`src/design/csq_pkg.sv`:
```
`timescale 1ns / 1ps

package csq_pkg;

	// fixed field widths
	localparam int DATA_W = 32;
	localparam int RES_W  = 33;
	localparam int MUL_W  = 2 * RES_W;
	localparam int ACC_W  = 64;
	localparam int WIDE_W = MUL_W + 32;
	localparam int VL_W   = 7;

	localparam logic [VL_W-1:0] VL_RESET = 7'd1;

	// kind of input word, carried on tuser
	localparam logic ACT_LOAD  = 1'b0;
	localparam logic ACT_ENTRY = 1'b1;

	localparam logic signed [ACC_W-1:0] ACC_MAX = {1'b0, {(ACC_W-1){1'b1}}};
	localparam logic signed [ACC_W-1:0] ACC_MIN = {1'b1, {(ACC_W-1){1'b0}}};

	// step strobes from the sequencer to the index logic
	typedef struct packed {
		logic load;
		logic entry;
		logic advance;
	} csq_step_t;

	typedef struct packed {
		logic                    ovf;
		logic signed [ACC_W-1:0] val;
	} sat_t;

	// clamp a wide signed value into the 64-bit range
	function automatic sat_t sat_wide(input logic signed [WIDE_W-1:0] x);
		sat_t                     r;
		logic [WIDE_W-ACC_W:0]    top_bits;
		top_bits = x[WIDE_W-1:ACC_W-1];
		if ((&top_bits) || !(|top_bits)) begin
			r.ovf = 1'b0;
			r.val = x[ACC_W-1:0];
		end else begin
			r.ovf = 1'b1;
			r.val = x[WIDE_W-1] ? ACC_MIN : ACC_MAX;
		end
		return r;
	endfunction

endpackage

```
`src/design/csq_residual_mem.sv`:
```
`timescale 1ns / 1ps

module csq_residual_mem
	import csq_pkg::*;
#(
	parameter int DEPTH = 64,
	parameter int AW    = 6
) (
	input  logic                    clk,
	input  logic                    we,
	input  logic [AW-1:0]           waddr,
	input  logic signed [RES_W-1:0] wdata,
	input  logic                    re,
	input  logic [AW-1:0]           raddr_a,
	input  logic [AW-1:0]           raddr_b,
	output logic signed [RES_W-1:0] rdata_a,
	output logic signed [RES_W-1:0] rdata_b
);

	logic signed [RES_W-1:0] mem [DEPTH];

	// one write port, two registered read ports
	always_ff @(posedge clk) begin
		if (we) begin
			mem[waddr] <= wdata;
		end
		if (re) begin
			rdata_a <= mem[raddr_a];
			rdata_b <= mem[raddr_b];
		end
	end

endmodule

```
`config.mk`:
```
export PLATFORM = sky130hd
export DESIGN_NAME = csq_residual_mem
export DESIGN_NICKNAME = d
export VERILOG_FILES = /design/src/design/csq_pkg.sv /design/src/design/csq_residual_mem.sv
export SDC_FILE = /design/constraint.sdc
export NUM_CORES = 2
export LEC_CHECK = 0
export ABC_AREA = 1
export BUFFER_PORTS_ARGS = -buffer_cell sky130_fd_sc_hd__buf_2
export CELL_PAD_IN_SITES_DETAIL_PLACEMENT = 1
export CELL_PAD_IN_SITES_GLOBAL_PLACEMENT = 2
export CORE_UTILIZATION = 31
export CTS_CLUSTER_DIAMETER = 60
export DETAILED_ROUTE_END_ITERATION = 12
export PLACE_DENSITY = 0.72
export REMOVE_ABC_BUFFERS = 1
export SETUP_SLACK_MARGIN = 0.2
export SLEW_MARGIN = 0
export SYNTH_ARGS = -nofsm -noshare
export SYNTH_HDL_FRONTEND = slang
export SYNTH_SLANG_ARGS = --single-unit
```
`constraint.sdc`:
```
create_clock -name clk -period 7.2 [get_ports clk]
set_input_delay 0 -clock clk [delete_from_list [all_inputs] [get_ports clk]]
set_output_delay 0 -clock clk [all_outputs]
set_load 0.01 [all_outputs]
```
==> results.sh <==
export IMPL_crit_path_top_delay_cell="nor2_4"
export IMPL_nNetsFinal=11500
export IMPL_fmax_ghz=0.297
export IMPL_hpwlAfterDp_mm=262
export IMPL_multi_input_area_um2=37900
export IMPL_leakage_nw=44.5
export IMPL_cp_cell_sequence="dlygate4sd3_1 > buf_2 > inv_1 > nand4_1 > nor2_4 > buf_4"
export IMPL_clkPwrFrac=0.434
export IMPL_grt_max_degree=203
export IMPL_peakVddDrop_mv=0.180
export IMPL_yosysTopAreaCell="edfxtp_1"
export IMPL_yosysUniqueCellTypes=17
export IMPL_pin_count=120
export IMPL_ant_nets=0
export IMPL_root_buffer="clkbuf_16"
export IMPL_worstSetupEndpointType="flip-flop"
export IMPL_min_period_ps=3370
export IMPL_avgSynthCellArea_um2=9.22
export IMPL_fin_total_pwr_mw=30.5
export IMPL_status="finished, violations left"
export IMPL_clk_latency_ps=880
export IMPL_cts_setup_buffers=0
export IMPL_netlist_area_um2=109000
export IMPL_crit_fanout=21
export IMPL_sequentialPowerShare=0.465
export IMPL_htree_levels=5
export IMPL_hold_class="primary input to flip-flop"
export IMPL_grt_use_total=0.279
export IMPL_fin_setup_tns_ps=0
export IMPL_finalHoldViolCount=0
export IMPL_power_internal_mw=22.5
export IMPL_num_rows=216
export IMPL_area_growth_pct=11.1
export IMPL_cts_num_sinks=2178
export IMPL_whs_path_depth=7
export IMPL_vias=94800
export IMPL_drt_wl_total_mm=507
export IMPL_coreArea_um2=347000
export IMPL_fin_skew_ps=44.0
export IMPL_path_clk_slew_ps=60
export IMPL_synthCells=11800
export IMPL_cts_tree="done"
export IMPL_critPathLaunchType="primary input"
export IMPL_numPortBuffers=119
export IMPL_ys_seq_elements=2178
export IMPL_p_switching_mw=8.03
export IMPL_rsz0062_at_grt="false"
export IMPL_path_class="primary input to flip-flop"
export IMPL_layout_common_cells="4686 x nand2_1, 3901 x nand3_1, 2178 x edfxtp_1"
export IMPL_grt_pass1_wl_mm=718
export IMPL_avgViaCountPerCell=5.82
export IMPL_switching_share=0.263
export IMPL_grt_pass1_vias=97500
export IMPL_worstMarginPinSlew_ps=1730
export IMPL_place_congestion=0.819
export IMPL_seqCellArea_um2=65400
export IMPL_final_period_utilization=0.468
export IMPL_violations="max-slew violations"
export IMPL_power_density_nw_per_um2=253
export IMPL_finalSetupViolCount=0
export IMPL_drc=0
export IMPL_routedWlPerCell_um=31.1
export IMPL_cts_buffers=266
export IMPL_cts_hold_buf=43
export IMPL_cpPeakStageDelay_ps=1100
export IMPL_synth_seq_area_share=0.602
export IMPL_layout_commonest_cell="nand2_1"
export IMPL_r2r_cells=8
export IMPL_arrival_ps=3860
export IMPL_die_h_um=594
export IMPL_placed_area_um2=112000
export IMPL_cts_resized=0
export IMPL_slew_headroom=-0.150
export IMPL_ctsLongestPathBuffers=4
export IMPL_dieArea_um2=353000
export IMPL_synth_yosys_warnings=0
export IMPL_antenna_found_initial=25
export IMPL_cap_violations=0
export IMPL_fp_dieW_um=594
export IMPL_n_fill_cell=39400
export IMPL_drive_gt1_frac=0.0637
export IMPL_drtIter0Drc=10600
export IMPL_drt_first_pass_iters=5
export IMPL_synth_area_leaders="edfxtp_1 60%, nand3_1 18%, nand2_1 16%"
export IMPL_grt_overflow=0
export IMPL_initial_core_util=0.313
export IMPL_drv_slew=106
export IMPL_design_area_um2=121000
export IMPL_synth_top_area_frac=0.602
export IMPL_required_ps=7690
export IMPL_power_frac_comb=0.101
layer usage:
layer | global-route usage | share of wire | vias to the layer above
met1 | 0.369 | 0.42 | 49100
met5 | 0 | 0.00022 | -
met3 | 0.0426 | 0.075 | 1010
li1 | - | - | 40300
met2 | 0.455 | 0.46 | 4297
met4 | 0.115 | 0.045 | 16
synthesized netlist by cell type, drive strengths merged:
master,number
clkbuf,135
buf,789
nand3,3901
nand2,4686
nor4,8
nor2,56
edfxtp,2178
clkinv,2
inv,16
nand4,9
power groups by stage:
stage                     clock network (mW)  registers (mW)  logic (mW)
after floorplan                            0            14.4        1.46
final                                   13.2            14.2        3.09
after global routing                    13.8            14.2        3.27
after detailed placement                   0            14.4        3.01
after CTS                               13.4            14.2        3.04
after global placement                     0            14.4        2.98
logic make-up after synthesis:
logic type	Yosys count	synth area share
simple gates	8660	0.345
flops	2178	0.602
buf+inv	942	0.0528
cell type report:
type                            count  share of cell area
Multi-Input combinational cell   8660               0.314
Tap cell                         4578              0.0475
Clock buffer                      345              0.0601
Inverter                           18             0.00135
Antenna cell                        9            0.000187
Timing Repair Buffer              368              0.0262
Sequential cell                  2178               0.542
Clock inverter                    118             0.00823
per-stage QoR:
stage / worst slack (ps) / hold slack (ps) / std cells / util
after detailed placement: 3650 / 414 / 15800 / 0.322
after global placement: 3790 / 413 / 15800 / 0.322
after CTS: 4030 / 56.6 / 16300 / 0.347
after floorplan: 1440 / 98.9 / 10900 / -
after global routing: 3920 / 135 / 16300 / 0.347
final: 3830 / 124 / 16300 / 0.347
sequential cells by signal (all words and copies together), names as in the netlist:
signal,count
mem,2112
rdata_a,33
rdata_b,33
worst max-delay path: cells and delay by family:
family / cells / cell delay [ps]
buffers and inverters: 4 / 1870
and+or+nand+nor: 2 / 1950
path summary, 6_finish.rpt:
path,slack (ps),start,to
max,3830,waddr[2],mem[18][19]
min,120,raddr_b[2],rdata_b[1]
max reg2reg,5300,mem[62][3],rdata_b[3]
min reg2reg,920,mem[18][28],rdata_a[28]
No activity file was read; power rests on OpenSTA's default activity.
