==> src/design/csq_pkg.sv <==
`timescale 1ns / 1ps

package csq_pkg;

	// fixed field widths
	localparam int DATA_W = 32;
	localparam int RES_W  = 33;
	localparam int MUL_W  = 2 * RES_W;
	localparam int ACC_W  = 64;
	localparam int WIDE_W = MUL_W + 32;
	localparam int VL_W   = 7;

	localparam logic [VL_W-1:0] VL_RESET = 7'd1;

	// kind of input word, carried on tuser
	localparam logic ACT_LOAD  = 1'b0;
	localparam logic ACT_ENTRY = 1'b1;

	localparam logic signed [ACC_W-1:0] ACC_MAX = {1'b0, {(ACC_W-1){1'b1}}};
	localparam logic signed [ACC_W-1:0] ACC_MIN = {1'b1, {(ACC_W-1){1'b0}}};

	// step strobes from the sequencer to the index logic
	typedef struct packed {
		logic load;
		logic entry;
		logic advance;
	} csq_step_t;

	typedef struct packed {
		logic                    ovf;
		logic signed [ACC_W-1:0] val;
	} sat_t;

	// clamp a wide signed value into the 64-bit range
	function automatic sat_t sat_wide(input logic signed [WIDE_W-1:0] x);
		sat_t                     r;
		logic [WIDE_W-ACC_W:0]    top_bits;
		top_bits = x[WIDE_W-1:ACC_W-1];
		if ((&top_bits) || !(|top_bits)) begin
			r.ovf = 1'b0;
			r.val = x[ACC_W-1:0];
		end else begin
			r.ovf = 1'b1;
			r.val = x[WIDE_W-1] ? ACC_MIN : ACC_MAX;
		end
		return r;
	endfunction

endpackage

==> src/design/csq_index_ctrl.sv <==
`timescale 1ns / 1ps

module csq_index_ctrl
	import csq_pkg::*;
#(
	parameter int MAX_POINTS = 64,
	parameter int AW         = 6
) (
	input  logic                    clk,
	input  logic                    arst_n,
	input  logic                    cfg_we,
	input  logic [VL_W-1:0]         cfg_wdata,
	input  csq_step_t               step,
	input  logic signed [DATA_W-1:0] data_value,
	input  logic signed [DATA_W-1:0] model_value,
	output logic                    mem_we,
	output logic [AW-1:0]           mem_waddr,
	output logic signed [RES_W-1:0] mem_wdata,
	output logic                    mem_re,
	output logic [AW-1:0]           mem_raddr_a,
	output logic [AW-1:0]           mem_raddr_b,
	output logic                    pass_end
);

	localparam int CNT_W = $clog2(MAX_POINTS + 1);
	localparam int NW    = (CNT_W > VL_W) ? CNT_W : VL_W;

	logic [VL_W-1:0] vl_q;
	logic [NW-1:0]   load_idx_q;
	logic [NW-1:0]   row_q;
	logic [NW-1:0]   col_q;

	logic [NW-1:0]   vl_ext;
	logic [NW-1:0]   n_eff;
	logic [NW-1:0]   row_c;
	logic [NW-1:0]   col_c;
	logic [NW:0]     row_nx;
	logic [NW:0]     col_nx;
	logic            row_wrap;
	logic            col_wrap;

	// effective length, clamped to one .. MAX_POINTS
	always_comb begin
		vl_ext = NW'(vl_q);
		priority if (vl_ext == '0) begin
			n_eff = NW'(1);
		end else if (vl_ext > NW'(MAX_POINTS)) begin
			n_eff = NW'(MAX_POINTS);
		end else begin
			n_eff = vl_ext;
		end
	end

	// residual write on a load word
	assign mem_we    = step.load && (load_idx_q < n_eff);
	assign mem_waddr = load_idx_q[AW-1:0];
	assign mem_wdata = {data_value[DATA_W-1], data_value}
		- {model_value[DATA_W-1], model_value};

	// counters past a shrunken length read as the last point
	assign row_c       = (row_q >= n_eff) ? (n_eff - NW'(1)) : row_q;
	assign col_c       = (col_q >= n_eff) ? (n_eff - NW'(1)) : col_q;
	assign mem_re      = step.entry;
	assign mem_raddr_a = row_c[AW-1:0];
	assign mem_raddr_b = col_c[AW-1:0];

	// end of row and end of pass tests
	assign col_nx   = {1'b0, col_q} + (NW+1)'(1);
	assign row_nx   = {1'b0, row_q} + (NW+1)'(1);
	assign col_wrap = col_nx >= {1'b0, n_eff};
	assign row_wrap = row_nx >= {1'b0, n_eff};
	assign pass_end = col_wrap && row_wrap;

	// length register and index counters
	always_ff @(posedge clk or negedge arst_n) begin
		if (!arst_n) begin
			vl_q       <= VL_RESET;
			load_idx_q <= '0;
			row_q      <= '0;
			col_q      <= '0;
		end else begin
			if (cfg_we) begin
				vl_q <= cfg_wdata;
			end
			if (mem_we) begin
				load_idx_q <= load_idx_q + NW'(1);
			end
			if (step.advance) begin
				if (!col_wrap) begin
					col_q <= col_nx[NW-1:0];
				end else begin
					col_q <= '0;
					if (row_wrap) begin
						row_q      <= '0;
						load_idx_q <= '0;
					end else begin
						row_q <= row_nx[NW-1:0];
					end
				end
			end
		end
	end

	// a load and a counter step never share a cycle
	assert property (@(posedge clk) disable iff (!arst_n)
		!(step.load && step.advance))
		else $error("load and advance in the same cycle");

	// the row and column counters hold unless a counter step or a length write comes
	assert property (@(posedge clk) disable iff (!arst_n)
		(!step.advance && !cfg_we) |=> $stable(row_q) && $stable(col_q))
		else $error("index counters moved without a step");

	// completed pass leaves all counters at zero
	assert property (@(posedge clk) disable iff (!arst_n)
		(step.advance && pass_end) |=> (row_q == '0 && col_q == '0 && load_idx_q == '0))
		else $error("counters not cleared after a pass");

endmodule

==> config.mk <==
export PLATFORM = sky130hd
export DESIGN_NAME = csq_index_ctrl
export DESIGN_NICKNAME = d
export VERILOG_FILES = /design/src/design/csq_pkg.sv /design/src/design/csq_index_ctrl.sv
export SDC_FILE = /design/constraint.sdc
export NUM_CORES = 1
export LEC_CHECK = 0
export BUFFER_PORTS_ARGS = -buffer_cell sky130_fd_sc_hd__buf_2
export CAP_MARGIN = 20
export CORE_ASPECT_RATIO = 0.8
export CORE_MARGIN = 10
export CORE_UTILIZATION = 55
export DETAILED_ROUTE_END_ITERATION = 7
export PLACE_DENSITY = 0.85
export SYNTH_ARGS = -nofsm -noshare
export SYNTH_HDL_FRONTEND = slang
export SYNTH_SLANG_ARGS = --single-unit
==> constraint.sdc <==
create_clock -name clk -period 9.4 [get_ports clk]
set_input_delay 0.47 -clock clk [delete_from_list [all_inputs] [get_ports clk]]
set_output_delay 0.47 -clock clk [all_outputs]
set_load 0.01 [all_outputs]
==> metrics.txt <==
status complete, no violations; area of the core 0.00739 mm^2; Num Clock Sinks 28; TritonCTS Buffers 3; Synth Cell Area 0.00417 mm^2; DRC 0; total die area 0.0115 mm^2; register area share after synthesis 16.8%; Yosys warning total 0; Setup crit end kind output pin; Resize count post-CTS 0; CP Data Required Time 8.93 ns; min-delay worst type in2async; antenna fix cells 0; total gr overflow 0; Syn Area/Cell 7.83 um^2; postcts setup bufs 0; initial cell density of the core 56.4%; hold_buf cts 0; die width 117 um; # IOs 131; Clock Skews 0.0119 ns; Yosys cell types 52; # H-tree levels 1; DRT antenna net count 0; Area Overhead vs Synth 17.5%; Most used DFF post-synth dfrtp_1; arrival time at the worst endpoint 3.56 ns; CTS root buffer clkbuf_8; top fanout value on the critical path 6; Post-synth EDFFs 0; fin crit period 4.03 ns; Skew-Pair Late Insertion Delay 0.28 ns; CTS tree yes; largest net degree at the start of global routing 29; layout cells sized above 1 24.0%; commonest non-fill, non-tap cell in the layout buf_2; first-pass GRT wire length 20500 um; DR vias/cell 5.81; Iter 0 DRT Violations 277; RSZ-0062 raised after global routing no; die height 97.9 um; critical path class reg2out; Slew @ Worst Pin 0.709 ns; final wirelength 12400 um; Longest Clk Path Bufs 2; endpoints failing setup 0; most frequent cells in the layout buf_2 (128), ha_1 (68), inv_1 (54), nand2_1 (43), nor2_1 (35); Post-Layout Inst Area 0.00490 mm^2; pwr/cell area 178 mW/mm^2; post-synth net total 679; Synth Instances 533; post-DR wirelength/cell 16.5 um; gr usage total 20.3%; Synth top area share 20.4%; via count 4368; nets 794; # fillers 622; slew margin rel. 52.3%; static leakage power 0.00268 uW; VDD IR max 173 uV; async set-reset flop share out of synthesis 100%; DP Area 0.00485 mm^2; row count 28; Slew Limit Fails 0; final hold violations 0; Max-cap violations 0; Area contributors post-synth ha_1 (20%), dfrtp_1 (16%), xnor2_1 (5.0%); Port Buffer Count 128; number of global-route vias before repair 4398; period utilization 42.9%; Yosys reg bits 28; Worst-path clk slew 0.10 ns; Setup crit start kind flip-flop; router iterations before antenna repair 5; TNS Setup 0 ns; Synth area leader ha_1; initial antenna violation count 0; fmax 0.248 GHz; DP HPWL 10200 um; Final GP Congestion 0.936
## critical path, cell delays in order, from the launching register on
cell	delay, ns
dfrtp_1	0.42
nor3_1	0.18
a21oi_1	0.11
or2_2	0.30
inv_1	0.19
ha_1	0.29
nand2b_1	0.15
a21o_1	0.17
a21o_1	0.18
a21o_1	0.18
a21o_1	0.17
a21o_1	0.19
a21o_1	0.29
mux2_2	0.30
buf_2	0.14
## logic make-up after synthesis
family / share of synthesized area, %
AO/OA/AOI/OAI: 24.2
AND/OR/NAND/NOR: 17.5
multiplexers: 4.98
adder cells (fa/ha/maj): 20.9
buffers and inverters: 7.26
flip-flops: 16.8
XOR/XNOR: 8.40
## routing by layer
metal	up-vias	share of wire, %	global-route usage (%)	routed length [um]
li1	2115	-	-	-
met1	2050	43	24.7	5290
met2	186	49	37.0	6100
met3	17	6.8	3.39	844
met4	0	1.3	3.27	167
met5	-	0	0	0
## registers in the layout (all words and copies together), names as in the netlist
register,count
load_idx_q,7
col_q,7
row_q,7
vl_ext,7
## Yosys cell counts (14+ instances only)
| library cell | n |
|---|---|
| mux2_2 | 14 |
| ha_1 | 68 |
| a21o_1 | 25 |
| xor2_1 | 16 |
| a21oi_1 | 32 |
| inv_1 | 54 |
| dfrtp_1 | 27 |
| nand2_1 | 43 |
| xnor2_1 | 24 |
| nor2_1 | 35 |
| o21ai_0 | 32 |
| nand3_1 | 20 |
## worst paths after layout
path	startpoint	endpoint	slack [ns]	cells after the start
min	arst_n	vl_ext[4]	0.20	1
min reg2reg	load_idx_q[6]	load_idx_q[6]	0.57	2
min in group clk	cfg_wdata[6]	vl_ext[6]	0.39	3
max reg2reg	vl_ext[1]	row_q[5]	5.96	13
max	vl_ext[1]	mem_raddr_a[3]	5.37	14
max in group asynchronous	arst_n	row_q[1]	8.76	1
## per-stage QoR
step	setup slack, ns	std cells	power (uW)	hold WS (ns)	util [%]
2_1_floorplan	6.04	533	608	0.174	-
3_3_place_gp	5.89	748	753	0.520	65.6
3_5_place_dp	5.76	748	780	0.531	65.6
4_1_cts	5.41	752	865	0.220	66.3
5_1_grt	5.22	752	944	0.243	66.3
6_report	5.37	752	871	0.204	66.3
## power breakdown
part,switching (uW),internal (uW)
sequential,54.2,154
clock,39.5,37.6
combinational,323,263
total,417,455
## layout make-up
class                      count  area (um^2)  area share [%]
sequential                    28          702            14.3
multi-input combinational    432         3170            64.6
clock buffer                   4         55.1            1.12
timing repair buffer         128          641            13.1
tap                          105          131            2.68
inverter                      55          206            4.21
No activity file was read; power rests on OpenSTA's default activity.
