--- config.mk ---
export PLATFORM = sky130hd
export DESIGN_NAME = csq_mac_engine
export DESIGN_NICKNAME = d
export VERILOG_FILES = /design/src/design/csq_pkg.sv /design/src/design/csq_mac_engine.sv
export SDC_FILE = /design/constraint.sdc
export NUM_CORES = 2
export LEC_CHECK = 0
export BUFFER_PORTS_ARGS = -buffer_cell sky130_fd_sc_hd__buf_2
export CAP_MARGIN = 30
export CORE_ASPECT_RATIO = 1.2
export CORE_MARGIN = 1.5
export CORE_UTILIZATION = 60
export DETAILED_ROUTE_END_ITERATION = 16
export PLACE_DENSITY = 0.83
export RECOVER_POWER = 50
export SYNTH_ARGS = -nofsm -noshare
export SYNTH_HDL_FRONTEND = slang
export SYNTH_SLANG_ARGS = --single-unit
--- constraint.sdc ---
create_clock -name clk -period 27.6 [get_ports clk]
set_input_delay 2.76 -clock clk [delete_from_list [all_inputs] [get_ports clk]]
set_output_delay 2.76 -clock clk [all_outputs]
set_load 0.005 [all_outputs]
--- src/design/csq_pkg.sv ---
`timescale 1ns / 1ps

package csq_pkg;

	// fixed field widths
	localparam int DATA_W = 32;
	localparam int RES_W  = 33;
	localparam int MUL_W  = 2 * RES_W;
	localparam int ACC_W  = 64;
	localparam int WIDE_W = MUL_W + 32;
	localparam int VL_W   = 7;

	localparam logic [VL_W-1:0] VL_RESET = 7'd1;

	// kind of input word, carried on tuser
	localparam logic ACT_LOAD  = 1'b0;
	localparam logic ACT_ENTRY = 1'b1;

	localparam logic signed [ACC_W-1:0] ACC_MAX = {1'b0, {(ACC_W-1){1'b1}}};
	localparam logic signed [ACC_W-1:0] ACC_MIN = {1'b1, {(ACC_W-1){1'b0}}};

	// step strobes from the sequencer to the index logic
	typedef struct packed {
		logic load;
		logic entry;
		logic advance;
	} csq_step_t;

	typedef struct packed {
		logic                    ovf;
		logic signed [ACC_W-1:0] val;
	} sat_t;

	// clamp a wide signed value into the 64-bit range
	function automatic sat_t sat_wide(input logic signed [WIDE_W-1:0] x);
		sat_t                     r;
		logic [WIDE_W-ACC_W:0]    top_bits;
		top_bits = x[WIDE_W-1:ACC_W-1];
		if ((&top_bits) || !(|top_bits)) begin
			r.ovf = 1'b0;
			r.val = x[ACC_W-1:0];
		end else begin
			r.ovf = 1'b1;
			r.val = x[WIDE_W-1] ? ACC_MIN : ACC_MAX;
		end
		return r;
	endfunction

endpackage

--- src/design/csq_mac_engine.sv ---
`timescale 1ns / 1ps

module csq_mac_engine
	import csq_pkg::*;
#(
	parameter int FRACTION_BITS = 16
) (
	input  logic                     clk,
	input  logic                     arst_n,
	input  logic                     in_valid,
	input  logic                     in_action,
	input  logic signed [DATA_W-1:0] in_entry,
	output logic                     in_ready,
	input  logic signed [RES_W-1:0]  rd_a,
	input  logic signed [RES_W-1:0]  rd_b,
	input  logic                     pass_end,
	output csq_step_t                step,
	output logic                     out_valid,
	input  logic                     out_ready,
	output logic signed [ACC_W-1:0]  out_chi,
	output logic                     out_ovf
);

	typedef enum logic [2:0] {
		ST_IDLE,
		ST_MUL1,
		ST_SAT1,
		ST_MULLO,
		ST_MULHI,
		ST_SUM,
		ST_ACC,
		ST_DONE
	} state_t;

	state_t                   state_q;
	logic                     out_valid_q;
	logic signed [ACC_W-1:0]  acc_q;
	logic                     ovf_seen_q;
	logic signed [DATA_W-1:0] m_q;
	logic signed [MUL_W-1:0]  prod_q;
	logic signed [MUL_W-1:0]  hi_q;
	logic signed [ACC_W-1:0]  t_q;
	logic signed [ACC_W-1:0]  p_q;
	logic signed [ACC_W-1:0]  chi_q;
	logic                     ovf_q;

	logic                     accept;
	logic                     out_free;
	logic signed [RES_W-1:0]  mul_a;
	logic signed [RES_W-1:0]  mul_b;
	logic signed [MUL_W-1:0]  mul_p;
	logic signed [MUL_W-1:0]  t_sh;
	logic signed [WIDE_W-1:0] t_wide;
	logic signed [WIDE_W-1:0] p_full;
	logic signed [WIDE_W-1:0] p_sh;
	logic signed [ACC_W:0]    acc_sum;
	sat_t                     t_sat;
	sat_t                     p_sat;
	logic                     acc_ovf;
	logic signed [ACC_W-1:0]  acc_nx;

	assign in_ready  = (state_q == ST_IDLE);
	assign accept    = in_valid && in_ready;
	assign out_free  = !out_valid_q || out_ready;
	assign out_valid = out_valid_q;
	assign out_chi   = chi_q;
	assign out_ovf   = ovf_q;

	assign step.load    = accept && (in_action == ACT_LOAD);
	assign step.entry   = accept && (in_action == ACT_ENTRY);
	assign step.advance = (state_q == ST_ACC);

	// shared multiplier operand select
	always_comb begin
		unique case (state_q)
			ST_MUL1: begin
				mul_a = rd_a;
				mul_b = rd_b;
			end
			ST_MULLO: begin
				mul_a = $signed({1'b0, t_q[31:0]});
				mul_b = $signed({m_q[DATA_W-1], m_q});
			end
			default: begin
				mul_a = $signed({t_q[ACC_W-1], t_q[ACC_W-1:32]});
				mul_b = $signed({m_q[DATA_W-1], m_q});
			end
		endcase
	end

	assign mul_p = mul_a * mul_b;

	// residual product, floored and clamped
	assign t_sh   = prod_q >>> FRACTION_BITS;
	assign t_wide = {{(WIDE_W-MUL_W){t_sh[MUL_W-1]}}, t_sh};
	assign t_sat  = sat_wide(t_wide);

	// recombine the two partial products of t times the entry
	assign p_full = $signed({hi_q, 32'd0})
		+ $signed({{(WIDE_W-MUL_W){prod_q[MUL_W-1]}}, prod_q});
	assign p_sh   = p_full >>> FRACTION_BITS;
	assign p_sat  = sat_wide(p_sh);

	// saturating accumulate
	assign acc_sum = {acc_q[ACC_W-1], acc_q} + {p_q[ACC_W-1], p_q};
	assign acc_ovf = acc_sum[ACC_W] != acc_sum[ACC_W-1];
	assign acc_nx  = !acc_ovf ? acc_sum[ACC_W-1:0]
		: (acc_sum[ACC_W] ? ACC_MIN : ACC_MAX);

	// sequencer, accumulator and result valid
	always_ff @(posedge clk or negedge arst_n) begin
		if (!arst_n) begin
			state_q     <= ST_IDLE;
			out_valid_q <= 1'b0;
			acc_q       <= '0;
			ovf_seen_q  <= 1'b0;
		end else begin
			if (out_valid_q && out_ready && state_q != ST_DONE) begin
				out_valid_q <= 1'b0;
			end
			unique case (state_q)
				ST_IDLE: begin
					if (step.entry) begin
						state_q <= ST_MUL1;
					end
				end
				ST_MUL1: state_q <= ST_SAT1;
				ST_SAT1: begin
					ovf_seen_q <= ovf_seen_q | t_sat.ovf;
					state_q    <= ST_MULLO;
				end
				ST_MULLO: state_q <= ST_MULHI;
				ST_MULHI: state_q <= ST_SUM;
				ST_SUM: begin
					ovf_seen_q <= ovf_seen_q | p_sat.ovf;
					state_q    <= ST_ACC;
				end
				ST_ACC: begin
					acc_q      <= acc_nx;
					ovf_seen_q <= ovf_seen_q | acc_ovf;
					state_q    <= pass_end ? ST_DONE : ST_IDLE;
				end
				ST_DONE: begin
					if (out_free) begin
						out_valid_q <= 1'b1;
						acc_q       <= '0;
						ovf_seen_q  <= 1'b0;
						state_q     <= ST_IDLE;
					end
				end
			endcase
		end
	end

	// datapath and result word registers
	always_ff @(posedge clk) begin
		if (step.entry) begin
			m_q <= in_entry;
		end
		if (state_q == ST_MUL1 || state_q == ST_MULLO) begin
			prod_q <= mul_p;
		end
		if (state_q == ST_MULHI) begin
			hi_q <= mul_p;
		end
		if (state_q == ST_SAT1) begin
			t_q <= t_sat.val;
		end
		if (state_q == ST_SUM) begin
			p_q <= p_sat.val;
		end
		if (state_q == ST_DONE && out_free) begin
			chi_q <= acc_q;
			ovf_q <= ovf_seen_q;
		end
	end

	// an entry word always starts the multiply chain
	assert property (@(posedge clk) disable iff (!arst_n)
		step.entry |=> (state_q == ST_MUL1))
		else $error("entry word did not start the multiply chain");

	// counter step leads to idle or to the result
	assert property (@(posedge clk) disable iff (!arst_n)
		step.advance |=> (state_q == ST_IDLE || state_q == ST_DONE))
		else $error("unexpected state after accumulate");

	// a new result word only comes out of the done state
	assert property (@(posedge clk) disable iff (!arst_n)
		$rose(out_valid_q) |-> $past(state_q == ST_DONE))
		else $error("result raised outside the done state");

	// done waits while the previous word is stalled
	assert property (@(posedge clk) disable iff (!arst_n)
		(state_q == ST_DONE && out_valid_q && !out_ready) |=> (state_q == ST_DONE))
		else $error("result overwritten while stalled");

endmodule

==> qor.txt <==
# H-tree levels: 2
chip height: 349 um
first-pass GRT wire length: 287000 um
DR vias: 47.1k
Detailed Routing Iterations Pass 1: 9
Avg Cell Area, Syn: 9.49 um^2
Crit path top cell by count: fa_1
DRC: 0
Synth cell types: 77
Final Cycle Share: 48.1%
slowest cell on the critical path: clkbuf_1
DR iter-0 viols: 4611
Crit Reg-Reg Endpoint: hi_q[59]
Setup Crit Path Kind: flip-flop to flip-flop
crit path time final: 13.27 ns
Crit. End Element: flip-flop
final setup fails: 0
Die W: 292 um
gr usage total: 38.2%
Req. time, crit path: 27.98 ns
vias in the first global route: 49.4k
PostCTS Resize Cnt: 0
CORE AREA: 98700 um^2
Rel. slew slack: -156%
setup slack, reg-to-reg: 14.33 ns
Primary FF master, synth: edfxtp_1
Gate Count Post-Synth: 6321
IO Pins: 174
grt total ovfl: 0
register area: 11500 um^2
Mapped Area: 60000 um^2
Reg2Reg Launch Point: state_q[2]
violated checks: max-capacitance violations, max-slew violations
number of synthesized flops with an enable pin: 327
clock skew: 0.0392 ns
clk_lat worst skew: 0.65 ns
CP Launch Type: flip-flop
clock buffer depth: 3
final net count: 7954
full die area: 102000 um^2
Setup Buffers After CTS: 0
RSZ-0062 raised after global routing: no
Sum Neg Setup Slack: 0 ns
Synth async-reset ratio: 17.4%
WHS Endpoint: out_chi[61]
CTS tree: yes
Vias/cell: 6.13
maximum clock frequency: 75.4 MHz
Cell Rows: 126
footprint of the multi-input gates: 43000 um^2
Detail Placement HPWL: 151000 um
Critical Path Max Stage Delay: 2.14 ns
initial antenna violation count: 16
status: finished, violations left
syn nets: 7918
clock sink total: 396
Max FO, Critical Path: 51
Port Buffer Count: 173
maxcap violations: 7
number of hold violations in the final report: 0
number of buffers created by CTS: 43
yosys warns: 0
final weighted congestion in routability-driven placement: 1.06
hold path cells: 0
register bit total from synthesis: 396
Final ANT Viol Nets: 0
Slew @ Worst Pin: 3.84 ns
WHS: 0.476 ns
maximum number of pins on one net before global-route repair: 67
final wirelength: 192000 um
FF-to-FF path depth: 34
Worst Hold Class: flip-flop to flip-flop
worst path arrival time: 13.65 ns
root buffer cell: clkbuf_16
Seq/Total Area, Yosys: 19.2%
hold-fix buffers at CTS: 0
max-slew violation count: 360
hold_sp: acc_q[61]
DR WL/cell: 25.0 um
Area Growth Syn to Fin: 6.42%
Reg clk slew, reported paths: 0.07 ns
initial core utilization: 60.8%
layout cell share with drive strength beyond 1: 7.21%
Filler Cell Count: 7820
worst max-delay path: cells and delay by family, from the launching register on:
family	cells	cell delay, ns
fa+ha+maj	9	4.32
flops	1	0.54
simple gates	5	2.36
compound gates	11	2.39
buf+inv	9	3.32
cell usage after synthesis, types with 7 or more instances:
cell	instances	area share, %
a221oi_1	9	0.13
xnor2_1	118	1.7
o21ai_0	196	1.6
o21ai_1	31	0.26
clkbuf_1	263	1.6
nor3_1	39	0.33
fa_1	1147	38
nand2b_1	31	0.32
xor2_1	59	0.86
nor4_1	7	0.073
mux2_2	47	0.88
a211oi_1	23	0.29
o211ai_1	24	0.30
a21boi_0	7	0.088
edfxtp_1	327	16
nand3_1	49	0.41
a31o_2	12	0.18
o21bai_1	39	0.49
ha_1	346	7.2
and3_1	17	0.18
nor2b_1	19	0.20
nand2_1	740	4.6
o21a_1	48	0.60
or3_1	9	0.094
a21o_1	153	1.9
a31oi_1	25	0.26
nand4_1	54	0.56
dfrtp_1	69	2.9
and2_1	20	0.21
buf_2	10	0.083
inv_1	1189	7.4
a21oi_1	215	1.8
a211o_1	8	0.12
nor2_1	790	4.9
mux2i_1	52	0.87
buf_1	19	0.12
cell families after synthesis:
family	after synthesis	share of synthesized area, %
AO/OA/AOI/OAI	863	9.16
buffers and inverters	1487	9.41
multiplexers	99	1.75
AND/OR/NAND/NOR	1806	12.4
XOR/XNOR	177	2.58
adder cells (fa/ha/maj)	1493	45.5
flip-flops	396	19.2
cell usage in the layout, fill, tap and decap left out, drive strengths merged, types with 54 or more instances in the layout:
master	count
inv	1195
fa	1147
nor2	790
nand2	741
ha	346
edfxtp	327
buf	281
o21ai	227
a21oi	215
a21o	153
xnor2	118
dfrtp	69
xor2	59
clkbuf	59
nand4	54
metal layers:
| metal | part of all wire [%] | vias up | GRT usage [%] | wire, um |
|---|---|---|---|---|
| li1 | - | 19892 | - | - |
| met1 | 33 | 23126 | 44.3 | 63800 |
| met2 | 45 | 3036 | 60.4 | 86600 |
| met3 | 12 | 1014 | 11.2 | 23300 |
| met4 | 9.4 | 12 | 28.4 | 18100 |
| met5 | 0.062 | - | 0 | 119 |
worst max path at each step:
| stage | end | slack, ns | startpoint |
|---|---|---|---|
| detailed placement | hi_q[59] | 15.03 | rd_a[32] |
| CTS | hi_q[59] | 15.69 | rd_a[32] |
| global route | hi_q[59] | 13.66 | state_q[0] |
| floorplan | hi_q[59] | 16.78 | rd_a[31] |
| finish | hi_q[59] | 14.33 | state_q[2] |
| global placement | hi_q[59] | 15.24 | rd_a[32] |
registers in the layout, summed over array words and instances (netlist names), 3 cells and up:
name and flops:
p_q 64, acc_q 64, state_q 3, hi_q 66, t_q 50, prod_q 50
out_chi 64, m_q 32
stage by stage:
step | worst slack, ns | cell area (um^2) | cells | utilization [%]
after floorplan | 16.78 | 60000 | 6321 | -
after global placement | 15.24 | 62300 | 7590 | 63.1
after detailed placement | 15.03 | 62300 | 7591 | 63.2
after CTS | 15.69 | 63800 | 7671 | 64.7
after global routing | 13.66 | 63800 | 7672 | 64.7
final | 14.33 | 63800 | 7683 | 64.7
layout make-up:
class | instances | area share, %
antenna | 11 | 0.0431
timing repair buffer | 289 | 2.70
clock inverter | 29 | 0.608
sequential | 396 | 18.1
multi-input combinational | 4438 | 67.3
tap | 1280 | 2.51
inverter | 1189 | 6.99
clock buffer | 51 | 1.75
Power is left out: the tool's default activity adds up to more than one toggle a clock period on the data nets, which glitch-free logic cannot reach.
